[src/b64d_pkg.sv]
// ----------------------------------------------------------------------------
// b64d_pkg
// Shared types, constants and the character map of the base64url decoder.
// ----------------------------------------------------------------------------
package b64d_pkg;

  localparam int unsigned ExpWidth   = 20;  // width of expected_byte_count
  localparam int unsigned QueueDepth = 2;

  // status codes
  localparam logic [2:0] StatusOk       = 3'd0;
  localparam logic [2:0] StatusBadChar  = 3'd1;
  localparam logic [2:0] StatusBadLen   = 3'd2;
  localparam logic [2:0] StatusBadTail  = 3'd3;
  localparam logic [2:0] StatusSizeMism = 3'd4;

  // classified character, front to back
  typedef struct packed {
    logic [7:0] data_byte;
    logic       has_byte;   // a byte completes on this character
    logic       bad_char;
    logic       bad_len;    // last character opens a group
    logic       bad_tail;   // unused tail bits non-zero
    logic       is_last;
  } entry_t;

  // {invalid, sextet}
  function automatic logic [6:0] sextet_of(input logic [7:0] ch);
    logic [6:0] res;
    res = 7'h40;
    if (ch >= 8'h41 && ch <= 8'h5a)      res = {1'b0, 6'(ch - 8'h41)};
    else if (ch >= 8'h61 && ch <= 8'h7a) res = {1'b0, 6'(ch - 8'h61 + 8'd26)};
    else if (ch >= 8'h30 && ch <= 8'h39) res = {1'b0, 6'(ch - 8'h30 + 8'd52)};
    else if (ch == 8'h2d)                res = {1'b0, 6'd62};
    else if (ch == 8'h5f)                res = {1'b0, 6'd63};
    return res;
  endfunction

endpackage

[src/b64d_if.sv]
// ----------------------------------------------------------------------------
// b64d interfaces
// Valid/ready channels for characters, results and the configuration write.
// ----------------------------------------------------------------------------
interface b64d_char_if;
  logic       valid;
  logic       ready;
  logic [7:0] char_code;
  logic       is_last;
  modport source (output valid, output char_code, output is_last, input ready);
  modport sink   (input valid, input char_code, input is_last, output ready);
endinterface

interface b64d_res_if;
  logic       valid;
  logic       ready;
  logic [7:0] data_byte;
  logic       has_byte;
  logic       message_done;
  logic [2:0] status;
  modport source (output valid, output data_byte, output has_byte,
                  output message_done, output status, input ready);
  modport sink   (input valid, input data_byte, input has_byte,
                  input message_done, input status, output ready);
endinterface

interface b64d_cfg_if;
  logic        valid;
  logic        ready;
  logic [19:0] expected_byte_count;
  modport source (output valid, output expected_byte_count, input ready);
  modport sink   (input valid, input expected_byte_count, output ready);
endinterface

[src/base64url_stream_decoder_top.sv]
// ----------------------------------------------------------------------------
// base64url_stream_decoder_top
// Streaming decoder for unpadded base64url text with end-of-message status.
// ----------------------------------------------------------------------------
//  channel  dir  payload                                      request
//  in_i     in   char_code[7:0], is_last                      one character
//  res_o    out  data_byte[7:0], has_byte, message_done,      one result
//                status[2:0]
//  cfg_i    in   expected_byte_count[19:0]                    register write
//
//  One character per cycle sustained while res_o is ready; a result passes
//  through a queue entry, then the result register (the front is
//  combinational).
//  Stalls on res_o back up through the queue to in_i.ready; cfg_i is always
//  ready. Reset clears position, error flag, count and the expected count.
// ----------------------------------------------------------------------------
module base64url_stream_decoder_top #(
  parameter int unsigned COUNT_WIDTH = 20
) (
  input  logic        clk_i,
  input  logic        rst_ni,
  b64d_char_if.sink   in_i,
  b64d_cfg_if.sink    cfg_i,
  b64d_res_if.source  res_o
);

  logic             push_valid, push_ready, pop_valid, pop_ready;
  b64d_pkg::entry_t push_data, pop_data;

  b64d_front u_front (
    .clk_i        (clk_i),
    .rst_ni       (rst_ni),
    .in_i         (in_i),
    .push_valid_o (push_valid),
    .push_data_o  (push_data),
    .push_ready_i (push_ready)
  );

  b64d_queue u_queue (
    .clk_i        (clk_i),
    .rst_ni       (rst_ni),
    .push_valid_i (push_valid),
    .push_data_i  (push_data),
    .push_ready_o (push_ready),
    .pop_valid_o  (pop_valid),
    .pop_data_o   (pop_data),
    .pop_ready_i  (pop_ready)
  );

  b64d_back #(
    .COUNT_WIDTH (COUNT_WIDTH)
  ) u_back (
    .clk_i       (clk_i),
    .rst_ni      (rst_ni),
    .pop_valid_i (pop_valid),
    .pop_data_i  (pop_data),
    .pop_ready_o (pop_ready),
    .cfg_i       (cfg_i),
    .res_o       (res_o)
  );

endmodule

[src/b64d_front.sv]
// ----------------------------------------------------------------------------
// b64d_front
// Maps characters to sextets, tracks group position and joins bytes.
// ----------------------------------------------------------------------------
module b64d_front (
  input  logic              clk_i,
  input  logic              rst_ni,
  b64d_char_if.sink         in_i,
  output logic              push_valid_o,
  output b64d_pkg::entry_t  push_data_o,
  input  logic              push_ready_i
);

  logic [1:0] pos_q, pos_d;
  logic [5:0] prev_q, prev_d;
  logic [6:0] map;
  logic [5:0] val;
  logic       accept;
  logic [7:0] joined;

  assign in_i.ready   = push_ready_i;
  assign push_valid_o = in_i.valid;
  assign accept       = in_i.valid & push_ready_i;

  assign map = b64d_pkg::sextet_of(in_i.char_code);
  assign val = map[5:0];

  always_comb begin
    case (pos_q)
      2'd1:    joined = {prev_q, val[5:4]};
      2'd2:    joined = {prev_q[3:0], val[5:2]};
      2'd3:    joined = {prev_q[1:0], val};
      default: joined = 8'h00;
    endcase
  end

  always_comb begin
    push_data_o.data_byte = joined;
    push_data_o.has_byte  = (pos_q != 2'd0);
    push_data_o.bad_char  = map[6];
    push_data_o.bad_len   = (pos_q == 2'd0);
    push_data_o.bad_tail  = ((pos_q == 2'd1) && (val[3:0] != 4'h0)) ||
                            ((pos_q == 2'd2) && (val[1:0] != 2'h0));
    push_data_o.is_last   = in_i.is_last;
  end

  always_comb begin
    pos_d  = pos_q;
    prev_d = prev_q;
    if (accept) begin
      if (in_i.is_last) begin
        pos_d  = 2'd0;
        prev_d = 6'd0;
      end else begin
        pos_d  = pos_q + 2'd1;
        prev_d = val;
      end
    end
  end

  always_ff @(posedge clk_i or negedge rst_ni) begin
    if (!rst_ni) begin
      pos_q  <= 2'd0;
      prev_q <= 6'd0;
    end else begin
      pos_q  <= pos_d;
      prev_q <= prev_d;
    end
  end

endmodule

[src/b64d_queue.sv]
// ----------------------------------------------------------------------------
// b64d_queue
// Short FIFO between front and back; push and pop in the same cycle.
// ----------------------------------------------------------------------------
module b64d_queue (
  input  logic             clk_i,
  input  logic             rst_ni,
  input  logic             push_valid_i,
  input  b64d_pkg::entry_t push_data_i,
  output logic             push_ready_o,
  output logic             pop_valid_o,
  output b64d_pkg::entry_t pop_data_o,
  input  logic             pop_ready_i
);

  localparam int unsigned Depth = b64d_pkg::QueueDepth;
  localparam int unsigned PtrW  = (Depth > 1) ? $clog2(Depth) : 1;
  localparam int unsigned CntW  = $clog2(Depth + 1);

  b64d_pkg::entry_t mem_q [Depth];
  logic [PtrW-1:0]  wr_ptr_q, wr_ptr_d, rd_ptr_q, rd_ptr_d;
  logic [CntW-1:0]  cnt_q, cnt_d;
  logic             push, pop;

  assign push_ready_o = (cnt_q != CntW'(Depth));
  assign pop_valid_o  = (cnt_q != '0);
  assign pop_data_o   = mem_q[rd_ptr_q];
  assign push = push_valid_i & push_ready_o;
  assign pop  = pop_valid_o & pop_ready_i;

  always_comb begin
    wr_ptr_d = wr_ptr_q;
    rd_ptr_d = rd_ptr_q;
    if (push) wr_ptr_d = (wr_ptr_q == PtrW'(Depth - 1)) ? '0 : wr_ptr_q + PtrW'(1);
    if (pop)  rd_ptr_d = (rd_ptr_q == PtrW'(Depth - 1)) ? '0 : rd_ptr_q + PtrW'(1);
    cnt_d = cnt_q + CntW'(push) - CntW'(pop);
  end

  always_ff @(posedge clk_i or negedge rst_ni) begin
    if (!rst_ni) begin
      wr_ptr_q <= '0;
      rd_ptr_q <= '0;
      cnt_q    <= '0;
    end else begin
      wr_ptr_q <= wr_ptr_d;
      rd_ptr_q <= rd_ptr_d;
      cnt_q    <= cnt_d;
    end
  end

  always_ff @(posedge clk_i) begin
    if (push) mem_q[wr_ptr_q] <= push_data_i;
  end

endmodule

[src/b64d_back.sv]
// ----------------------------------------------------------------------------
// b64d_back
// Error tracking, byte count and status; drives the registered result.
// ----------------------------------------------------------------------------
module b64d_back #(
  parameter int unsigned COUNT_WIDTH = 20
) (
  input  logic             clk_i,
  input  logic             rst_ni,
  input  logic             pop_valid_i,
  input  b64d_pkg::entry_t pop_data_i,
  output logic             pop_ready_o,
  b64d_cfg_if.sink         cfg_i,
  b64d_res_if.source       res_o
);

  localparam int unsigned ExpW = b64d_pkg::ExpWidth;
  localparam int unsigned CmpW = (COUNT_WIDTH > ExpW) ? COUNT_WIDTH : ExpW;

  logic [ExpW-1:0]        expected_q;
  logic                   err_q, err_d;
  logic [COUNT_WIDTH-1:0] count_q, count_d, count_inc;
  logic                   valid_q, valid_d;
  logic [7:0]             byte_q, byte_d;
  logic                   has_q, has_d, done_q, done_d;
  logic [2:0]             status_q, status_d;
  logic                   pop, err_now;

  assign cfg_i.ready = 1'b1;

  assign pop_ready_o = ~valid_q | res_o.ready;
  assign pop         = pop_valid_i & pop_ready_o;

  assign count_inc = (&count_q) ? count_q : count_q + COUNT_WIDTH'(1);
  assign err_now   = err_q | pop_data_i.bad_char;

  always_comb begin
    err_d    = err_q;
    count_d  = count_q;
    valid_d  = valid_q & ~res_o.ready;
    byte_d   = byte_q;
    has_d    = has_q;
    done_d   = done_q;
    status_d = status_q;
    if (pop) begin
      if (!pop_data_i.is_last) begin
        err_d = err_now;
        if (!err_now && pop_data_i.has_byte) begin
          count_d  = count_inc;
          valid_d  = 1'b1;
          byte_d   = pop_data_i.data_byte;
          has_d    = 1'b1;
          done_d   = 1'b0;
          status_d = b64d_pkg::StatusOk;
        end
      end else begin
        // precedence: length, character, tail bits, size
        if (pop_data_i.bad_len)      status_d = b64d_pkg::StatusBadLen;
        else if (err_now)            status_d = b64d_pkg::StatusBadChar;
        else if (pop_data_i.bad_tail) status_d = b64d_pkg::StatusBadTail;
        else if (CmpW'(count_inc) != CmpW'(expected_q))
                                     status_d = b64d_pkg::StatusSizeMism;
        else                         status_d = b64d_pkg::StatusOk;
        valid_d = 1'b1;
        has_d   = (status_d == b64d_pkg::StatusOk);
        byte_d  = has_d ? pop_data_i.data_byte : 8'h00;
        done_d  = 1'b1;
        err_d   = 1'b0;
        count_d = '0;
      end
    end
  end

  always_ff @(posedge clk_i or negedge rst_ni) begin
    if (!rst_ni) begin
      expected_q <= '0;
      err_q      <= 1'b0;
      count_q    <= '0;
      valid_q    <= 1'b0;
    end else begin
      if (cfg_i.valid) expected_q <= cfg_i.expected_byte_count;
      err_q   <= err_d;
      count_q <= count_d;
      valid_q <= valid_d;
    end
  end

  always_ff @(posedge clk_i) begin
    byte_q   <= byte_d;
    has_q    <= has_d;
    done_q   <= done_d;
    status_q <= status_d;
  end

  assign res_o.valid        = valid_q;
  assign res_o.data_byte    = byte_q;
  assign res_o.has_byte     = has_q;
  assign res_o.message_done = done_q;
  assign res_o.status       = status_q;

endmodule

[src/flat_wrapper.sv]
// flat-port wrapper written by rule: the top's interface ports become plain ports
module base64url_stream_decoder_top_flat 
#(
  parameter int unsigned COUNT_WIDTH = 20
)
  (clk_i, rst_ni, in_i_valid, in_i_char_code, in_i_is_last, in_i_ready, cfg_i_valid, cfg_i_expected_byte_count, cfg_i_ready, res_o_valid, res_o_data_byte, res_o_has_byte, res_o_message_done, res_o_status, res_o_ready);
  b64d_char_if in_i_i ();
  b64d_cfg_if cfg_i_i ();
  b64d_res_if res_o_i ();
  input  logic clk_i;
  input  logic rst_ni;
  input wire logic [$bits(in_i_i.valid)-1:0] in_i_valid;
  input wire logic [$bits(in_i_i.char_code)-1:0] in_i_char_code;
  input wire logic [$bits(in_i_i.is_last)-1:0] in_i_is_last;
  output wire logic [$bits(in_i_i.ready)-1:0] in_i_ready;
  input wire logic [$bits(cfg_i_i.valid)-1:0] cfg_i_valid;
  input wire logic [$bits(cfg_i_i.expected_byte_count)-1:0] cfg_i_expected_byte_count;
  output wire logic [$bits(cfg_i_i.ready)-1:0] cfg_i_ready;
  output wire logic [$bits(res_o_i.valid)-1:0] res_o_valid;
  output wire logic [$bits(res_o_i.data_byte)-1:0] res_o_data_byte;
  output wire logic [$bits(res_o_i.has_byte)-1:0] res_o_has_byte;
  output wire logic [$bits(res_o_i.message_done)-1:0] res_o_message_done;
  output wire logic [$bits(res_o_i.status)-1:0] res_o_status;
  input wire logic [$bits(res_o_i.ready)-1:0] res_o_ready;
  assign in_i_i.valid = in_i_valid;
  assign in_i_i.char_code = in_i_char_code;
  assign in_i_i.is_last = in_i_is_last;
  assign in_i_ready = in_i_i.ready;
  assign cfg_i_i.valid = cfg_i_valid;
  assign cfg_i_i.expected_byte_count = cfg_i_expected_byte_count;
  assign cfg_i_ready = cfg_i_i.ready;
  assign res_o_valid = res_o_i.valid;
  assign res_o_data_byte = res_o_i.data_byte;
  assign res_o_has_byte = res_o_i.has_byte;
  assign res_o_message_done = res_o_i.message_done;
  assign res_o_status = res_o_i.status;
  assign res_o_i.ready = res_o_ready;
  base64url_stream_decoder_top #(.COUNT_WIDTH(COUNT_WIDTH)) u_core (.clk_i(clk_i), .rst_ni(rst_ni), .in_i(in_i_i), .cfg_i(cfg_i_i), .res_o(res_o_i));
endmodule
[config.mk]
export PLATFORM = sky130hd
export DESIGN_NAME = base64url_stream_decoder_top_flat
export DESIGN_NICKNAME = d
export VERILOG_FILES = /design/src/b64d_pkg.sv /design/src/b64d_if.sv /design/src/base64url_stream_decoder_top.sv /design/src/b64d_front.sv /design/src/b64d_queue.sv /design/src/b64d_back.sv /design/src/flat_wrapper.sv
export SDC_FILE = /design/constraint.sdc
export NUM_CORES = 1
export LEC_CHECK = 0
export BUFFER_PORTS_ARGS = -buffer_cell sky130_fd_sc_hd__buf_4
export CORE_MARGIN = 4
export CORE_UTILIZATION = 38
export DETAILED_ROUTE_END_ITERATION = 12
export HOLD_SLACK_MARGIN = 0.02
export PLACE_DENSITY_LB_ADDON = 0.08
export SLEW_MARGIN = 10
export SYNTH_ARGS = -nofsm -noshare
export SYNTH_HDL_FRONTEND = slang
export SYNTH_HIERARCHICAL = 1
export SYNTH_SLANG_ARGS = --single-unit
[constraint.sdc]
create_clock -name clk_i -period 2.5 [get_ports clk_i]
set_input_delay 0.125 -clock clk_i [delete_from_list [all_inputs] [get_ports clk_i]]
set_output_delay 0.125 -clock clk_i [all_outputs]
set_load 0.1 [all_outputs]
==> flow_metrics.py, run 1 <==
metrics = {
    "final_layout": {
        "finalCoreUtilization_pct": 53.38,
        "syn2layout_area_growth_pct": 36.21,
        "drive_above_1_share_pct": 36.08,
        "fin_nets": 759,
        "final_cells": 899,
        "antenna_cells": 0,
    },
    "worst_setup_path": {
        "r2r_cells": 12,
        "rrSetupSlack_ns": -0.14,
        "critPathArrivalTime_ns": 2.81,
        "critical_path_class": "register to register",
        "reg2reg_to": "u_core/u_back/res_o.data_byte[4]$_DFFE_PP_",
        "endpoint_kind": "register",
        "r2r-start": "u_core/u_back/count_q[1]$_DFFE_PN0P_",
        "path_max_fanout": 6,
        "critPathRequiredTime_ns": 2.66,
        "cp-start-kind": "register",
    },
    "synth": {
        "ys_warn_count": 6,
        "synth_nets": 610,
        "ys_ff_latch": 93,
        "syn_inst": 561,
        "synth_seq_area_share_pct": 43.79,
        "synth_edf_count": 39,
        "syn_area_sq_mm": 0.005761,
        "async_flop_share_pct": 58.06,
        "avgSynthCellArea_sq_um": 10.27,
        "synth_ff_type": "dfrtp_1",
        "synth_cell_types": 78,
    },
    "placement": {
        "dpl.hpwl_microns": 10800,
        "portBuffers": 48,
        "place_inst": 850,
        "gp_congestion": 0.9071,
        "pre_cts_slack_ns": -0.2228,
    },
    "route": {
        "dr_total_vias": 4874,
        "drc": 0,
        "drtIter0Drc": 258,
        "post_drt_wl_per_cell_microns": 16.48,
        "first_pass_iters": 5,
        "drt_wl_total_microns": 14820,
        "drt-vias-per-instance": 5.422,
        "ant_nets": 0,
    },
    "cts": {
        "cts_buffer_depth": 2,
        "worst_skew_pair.late_latency_ns": 0.35,
        "ctsHtreeMaxLevel": 3,
        "cts_tree": "yes",
        "root_buffer": "clkbuf_16",
        "cts.sinks": 93,
        "numCtsBuffers": 9,
        "clk_pin_slew_ns": 0.07,
    },
    "hold_path": {
        "hp-start": "in_i_valid",
        "hold_depth": 3,
        "hold_end": "u_core/u_queue/wr_ptr_q$_DFFE_PN0P_",
        "hold_class": "input pin to register",
    },
    "pwr": {
        "p_leak_nw": 3.300,
        "peakVddDrop_mv": 0.4900,
        "p_per_area_mw_per_mm2": 916.6,
        "total_power_mw": 7.192,
    },
    "timing": {
        "max_clock_freq_ghz": 0.3786,
        "slew_viol_final": 0,
        "relSlewSlack_pct": 51.54,
        "fin_crit_ns": 2.642,
        "rsz0062_at_grt": "true",
        "report.final.hold_viol_count": 0,
        "fin_skew_ns": 0.005728,
        "fin_ws_ns": -0.1415,
        "fin_crit_sh_pct": 105.7,
        "tightest_slew_ns": 0.7269,
        "setup_violations": 10,
    },
    "grt": {
        "gr-total-overflow": 0,
        "grt_use_total_pct": 17.26,
        "first_global_vias": 4624,
        "grt_pass1_wl_microns": 24410,
        "grt_max_degree": 55,
        "antenna_found_initial": 0,
    },
    "die": {
        "rows": 44,
        "core_area_sq_mm": 0.01470,
        "die_x_microns": 131.1,
        "die_area_sq_mm": 0.01719,
        "die_y_microns": 131.1,
        "ios": 50,
        "start_util_pct": 39.19,
    },
    "run_status": {
        "status": "complete, but fails checks",
        "violations": "setup timing",
    },
    "run": {
        "cap_violations": 0,
    },
}
-- power breakdown --
part	internal (mW)	switching, mW
sequential	2.08	0.244
combinational	1.16	2.18
clock	0.915	0.620
total	4.15	3.04
-- layout by cell type, fill, tap and decap left out, types with 4 or more instances in the layout --
master and count:
a21oi_1 26, a22o_1 5, a22oi_1 8, a31oi_1 7, and3_1 6, buf_12 4, buf_4 140, clkbuf_16 10
dfrtp_1 49, dfrtp_2 5, dlygate4sd3_1 22, edfxtp_1 39, ha_1 14, inv_1 13, mux2_2 34, mux2i_1 4
nand2_1 63, nand2b_1 6, nand3_1 12, nand4_1 8, nor2_1 34, nor2b_1 5, nor3_1 18, nor4_1 4
o21a_1 5, o21ai_0 26, o21ai_1 4, o22a_1 4, o41ai_2 5, o41ai_4 4, xnor2_1 23, xor2_1 8
-- per-stage QoR --
step                      hold slack, ns   TNS, ns  instance area, sq um
after floorplan                  -0.1706  -0.02471                  5837
after global placement            0.2321    -1.534                  6954
after detailed placement          0.2423    -1.881                  6954
after CTS                        0.09877    -1.949                  7640
after global routing              0.1083    -2.214                  7846
final                             0.1079    -1.209                  7846
-- layer usage --
metal	global-route usage [%]	part of all wire, %	up-vias
li1	-	-	2398
met1	25.66	52	2362
met2	25.95	43	101
met3	3.402	3.8	13
met4	4.259	1.1	0
met5	0	0	-
-- synth_stat cells (4+ instances only) --
cell type	n	share of area [%]
a21oi_1	27	2.3
a22o_1	5	0.76
a22oi_1	8	1.0
a31oi_1	7	0.76
and3_1	8	0.87
and4_1	4	0.61
buf_2	11	0.96
buf_4	8	1.0
clkbuf_1	12	0.78
dfrtp_1	54	23
edfxtp_1	39	20
ha_1	15	3.3
inv_1	13	0.85
mux2_2	34	6.6
mux2i_1	4	0.70
nand2_1	66	4.3
nand2b_1	6	0.65
nand3_1	13	1.1
nand4_1	8	0.87
nor2_1	37	2.4
nor2b_1	5	0.54
nor3_1	18	1.6
nor4_1	5	0.54
o21a_1	5	0.65
o21ai_0	27	2.3
o22a_1	4	0.61
o22ai_1	5	0.54
o41ai_2	9	2.5
xnor2_1	25	3.8
xor2_1	8	1.2
-- registers in the layout (all words and copies together) (netlist names), 2 cells and up --
| signal | count |
|---|---|
| u_core/u_back/count_q | 20 |
| u_core/u_back/res_o.data_byte | 8 |
| u_core/u_front/prev_q | 6 |
| u_core/u_back/expected_q | 20 |
| u_core/u_queue/mem_q | 26 |
| u_core/u_queue/cnt_q | 2 |
| u_core/u_back/res_o.status | 3 |
| u_core/u_front/pos_q | 2 |
-- worst max-delay path by stage --
stage                                                startpoint                                     endpoint  slack [ns]
final                      u_core/u_back/count_q[1]$_DFFE_PN0P_   u_core/u_back/res_o.data_byte[4]$_DFFE_PP_       -0.14
after detailed placement   u_core/u_back/count_q[4]$_DFFE_PN0P_   u_core/u_back/res_o.data_byte[5]$_DFFE_PP_       -0.22
after global routing       u_core/u_back/count_q[0]$_DFFE_PN0P_   u_core/u_back/res_o.data_byte[4]$_DFFE_PP_       -0.26
after CTS                  u_core/u_back/count_q[0]$_DFFE_PN0P_   u_core/u_back/res_o.data_byte[5]$_DFFE_PP_       -0.22
after floorplan           u_core/u_back/count_q[13]$_DFFE_PN0P_  u_core/u_back/res_o.status[2]$_SDFFCE_PN0P_       -0.02
after global placement     u_core/u_back/count_q[4]$_DFFE_PN0P_   u_core/u_back/res_o.data_byte[6]$_DFFE_PP_       -0.17
-- kinds of logic after synthesis --
group	Yosys count	synth area share [%]
simple gates	198	18.20
compound gates	137	18.57
flops	93	43.79
buf+inv	46	3.757
mux	38	7.342
xor+xnor	33	5.017
fa+ha+maj	15	3.258
other cells	1	0.06510
-- layout make-up --
cell class              count  area (sq um)
fillers                  1337          6853
repair buffers            170          1410
inverters                  14         52.55
clock inverters             6         93.84
well taps                 184         230.2
clock buffers              10         239.0
flip-flops and latches     93          2529
multi-input cells         422          3292
-- critical path, cell delays in order, from the launching register on --
cell and delay, ns:
dfrtp_2 0.45, ha_4 0.19, nand2_4 0.06, nor4_4 0.04, buf_4 0.16, buf_6 0.12, buf_4 0.15, a21oi_2 0.12
o21ai_1 0.11, a2111oi_4 0.40, o2111ai_4 0.23, clkbuf_16 0.23, o41ai_4 0.20
-- what timing repair did --
action | 4_1_cts | 5_1_grt
cloned | 1 | 0
hold endpoints to repair | 76 | 0
hold buffers | 22 | 0
setup buffers | 6 | 6
gates resized for setup | 14 | 32
setup endpoints to repair | 10 | 10
pin swaps | 14 | 10
Note: power is estimated with default switching activity, not from simulation.
==> inputs of run 2 (changes only) <==
Clock period 2.5 ns to 3.2 ns, I/O delays scaled along.
==> flow_metrics.py, run 2 (synthesis gave the netlist of run 1 again) <==
metrics = {
    "cts": {
        "root_buffer": "clkbuf_16",
        "ctsHtreeMaxLevel": 3,
        "clk_pin_slew_ns": 0.08,
        "worst_skew_pair.late_latency_ns": 0.35,
        "cts.sinks": 93,
        "cts_tree": "yes",
        "numCtsBuffers": 9,
        "cts_buffer_depth": 2,
    },
    "pwr": {
        "peakVddDrop_mv": 0.4156,
        "p_leak_nw": 2.608,
        "p_per_area_mw_per_mm2": 788.9,
    },
    "timing": {
        "slew_viol_final": 0,
        "fin_crit_ns": 3.022,
        "relSlewSlack_pct": 51.96,
        "tns_ns": 0,
        "tightest_slew_ns": 0.7206,
        "setup_violations": 0,
        "fin_crit_sh_pct": 94.44,
        "holdWs_ns": 0.03599,
        "report.final.hold_viol_count": 0,
        "fin_skew_ns": 0.01012,
        "rsz0062_at_grt": "false",
        "max_clock_freq_ghz": 0.3309,
    },
    "final_layout": {
        "layout_common_cells": "nand2_1 (66), buf_4 (63), dfrtp_1 (54)",
        "reg_top3": "u_core/u_queue/mem_q: 26 flops, u_core/u_back/count_q: 20 flops, u_core/u_back/expected_q: 20 flops",
        "antenna_cells": 0,
        "design_area_sq_mm": 0.006680,
        "fin_nets": 655,
        "largest_reg_flops": 26,
        "regMostFlops": "u_core/u_queue/mem_q",
        "fill_cells": 1408,
        "final_common_cell": "nand2_1",
        "syn2layout_area_growth_pct": 15.96,
        "finalCoreUtilization_pct": 45.45,
        "drive_above_1_share_pct": 23.90,
    },
    "worst_setup_path": {
        "slowest_delay_ns": 0.49,
        "r2r_cells": 9,
        "endpoint_kind": "register",
        "reg2reg_to": "u_core/u_back/res_o.data_byte[1]$_DFFE_PP_",
        "critPathTopFamily": "simple AND/OR/NAND/NOR gates",
        "startpoint": "u_core/u_back/count_q[0]$_DFFE_PN0P_",
        "cp-start-kind": "register",
        "critPathRequiredTime_ns": 3.36,
        "rrSetupSlack_ns": 0.18,
        "cp.buffers_inverters": 1,
        "cp-endpoint": "u_core/u_back/res_o.data_byte[1]$_DFFE_PP_",
        "r2r-start": "u_core/u_back/count_q[0]$_DFFE_PN0P_",
        "path_max_fanout": 9,
        "slowest_stage": "or4b_1",
        "critical_path_class": "register to register",
        "path_depth": 9,
        "critPathArrivalTime_ns": 3.18,
        "crit_chain": "ha_1 > and2_2 > nand4_4 > o21ai_2 > nor2_1 > or4b_1 > and3_1 > buf_4 > o41ai_2",
    },
    "die": {
        "start_util_pct": 39.19,
        "rows": 44,
        "die_y_microns": 131.1,
        "die_x_microns": 131.1,
        "ios": 50,
        "die_area_sq_mm": 0.01719,
        "core_area_sq_mm": 0.01470,
    },
    "placement": {
        "gp_congestion": 0.8808,
        "place_area_sq_mm": 0.006300,
        "dpl.hpwl_microns": 10190,
        "portBuffers": 48,
    },
    "route": {
        "drc": 0,
        "first_pass_iters": 4,
        "ant_nets": 0,
        "drtIter0Drc": 369,
        "drt_wl_total_microns": 13950,
        "dr_total_vias": 4486,
        "post_drt_wl_per_cell_microns": 17.55,
        "drt-vias-per-instance": 5.643,
    },
    "grt": {
        "grt_use_total_pct": 16.35,
        "gr-total-overflow": 0,
        "antenna_found_initial": 0,
        "grt_pass1_wl_microns": 23320,
        "first_global_vias": 4468,
        "grt_max_degree": 55,
    },
    "hold_path": {
        "hold_class": "input pin to register",
    },
    "run_status": {
        "status": "complete, no violations",
    },
    "run": {
        "cap_violations": 0,
    },
}
==> run 2: power breakdown <==
group | total, mW | internal (mW) | leakage [nW] | switching (mW)
Combinational | 2.27 | 0.671 | 1.39 | 1.60
Clock | 1.18 | 0.698 | 0.159 | 0.486
Sequential | 1.81 | 1.62 | 1.06 | 0.193
Total | 5.27 | 2.99 | 2.61 | 2.28
==> run 2: worst min-delay path by stage <==
stage,startpoint,to,cells after the start,slack (ns)
after floorplan,rst_ni,u_core/u_back/count_q[0]$_DFFE_PN0P_,0,-0.14
after global placement,rst_ni,u_core/u_back/expected_q[12]$_DFFE_PN0P_,1,0.26
after detailed placement,rst_ni,u_core/u_back/expected_q[12]$_DFFE_PN0P_,1,0.27
after CTS,in_i_is_last,u_core/u_queue/mem_q[1][0]$_DFFE_PP_,1,0.02
after global routing,cfg_i_expected_byte_count[9],u_core/u_back/expected_q[9]$_DFFE_PN0P_,2,0.02
final,cfg_i_expected_byte_count[9],u_core/u_back/expected_q[9]$_DFFE_PN0P_,2,0.04
==> run 2: layout make-up <==
class | instances | area, sq um | area share (%)
Clock buffer | 9 | 225.2 | 3.371
Inverter | 14 | 52.55 | 0.7867
Timing Repair Buffer | 66 | 513.0 | 7.679
Tap cell | 184 | 230.2 | 3.446
Multi-Input combinational cell | 422 | 3032 | 45.38
Clock inverter | 7 | 105.1 | 1.573
Sequential cell | 93 | 2522 | 37.76
==> run 2: stage by stage <==
stage | total power, mW | std cells | worst slack (ns)
after floorplan | 3.558 | 561 | 0.3956
after global placement | 4.078 | 776 | 0.2631
after detailed placement | 4.121 | 776 | 0.1615
after CTS | 5.335 | 793 | 0.1183
after global routing | 5.578 | 795 | 0.005842
final | 5.270 | 795 | 0.1779
==> run 2: routing by layer <==
layer	routed length [microns]	up-vias	GRT usage [%]	part of all wire (%)
met5	0	-	0	0
met4	119	0	4.026	0.85
met3	775	9	3.784	5.6
met2	6244	120	25.29	45
met1	6814	2181	23.41	49
li1	-	2176	-	-
==> run 2: what timing repair did <==
action                                  4_1_cts  5_1_grt
hold buffers                                  1        1
gates resized for setup                       0        2
hold endpoints to repair                     54        2
buffers inserted                              0        1
endpoints found under the setup margin        0       10
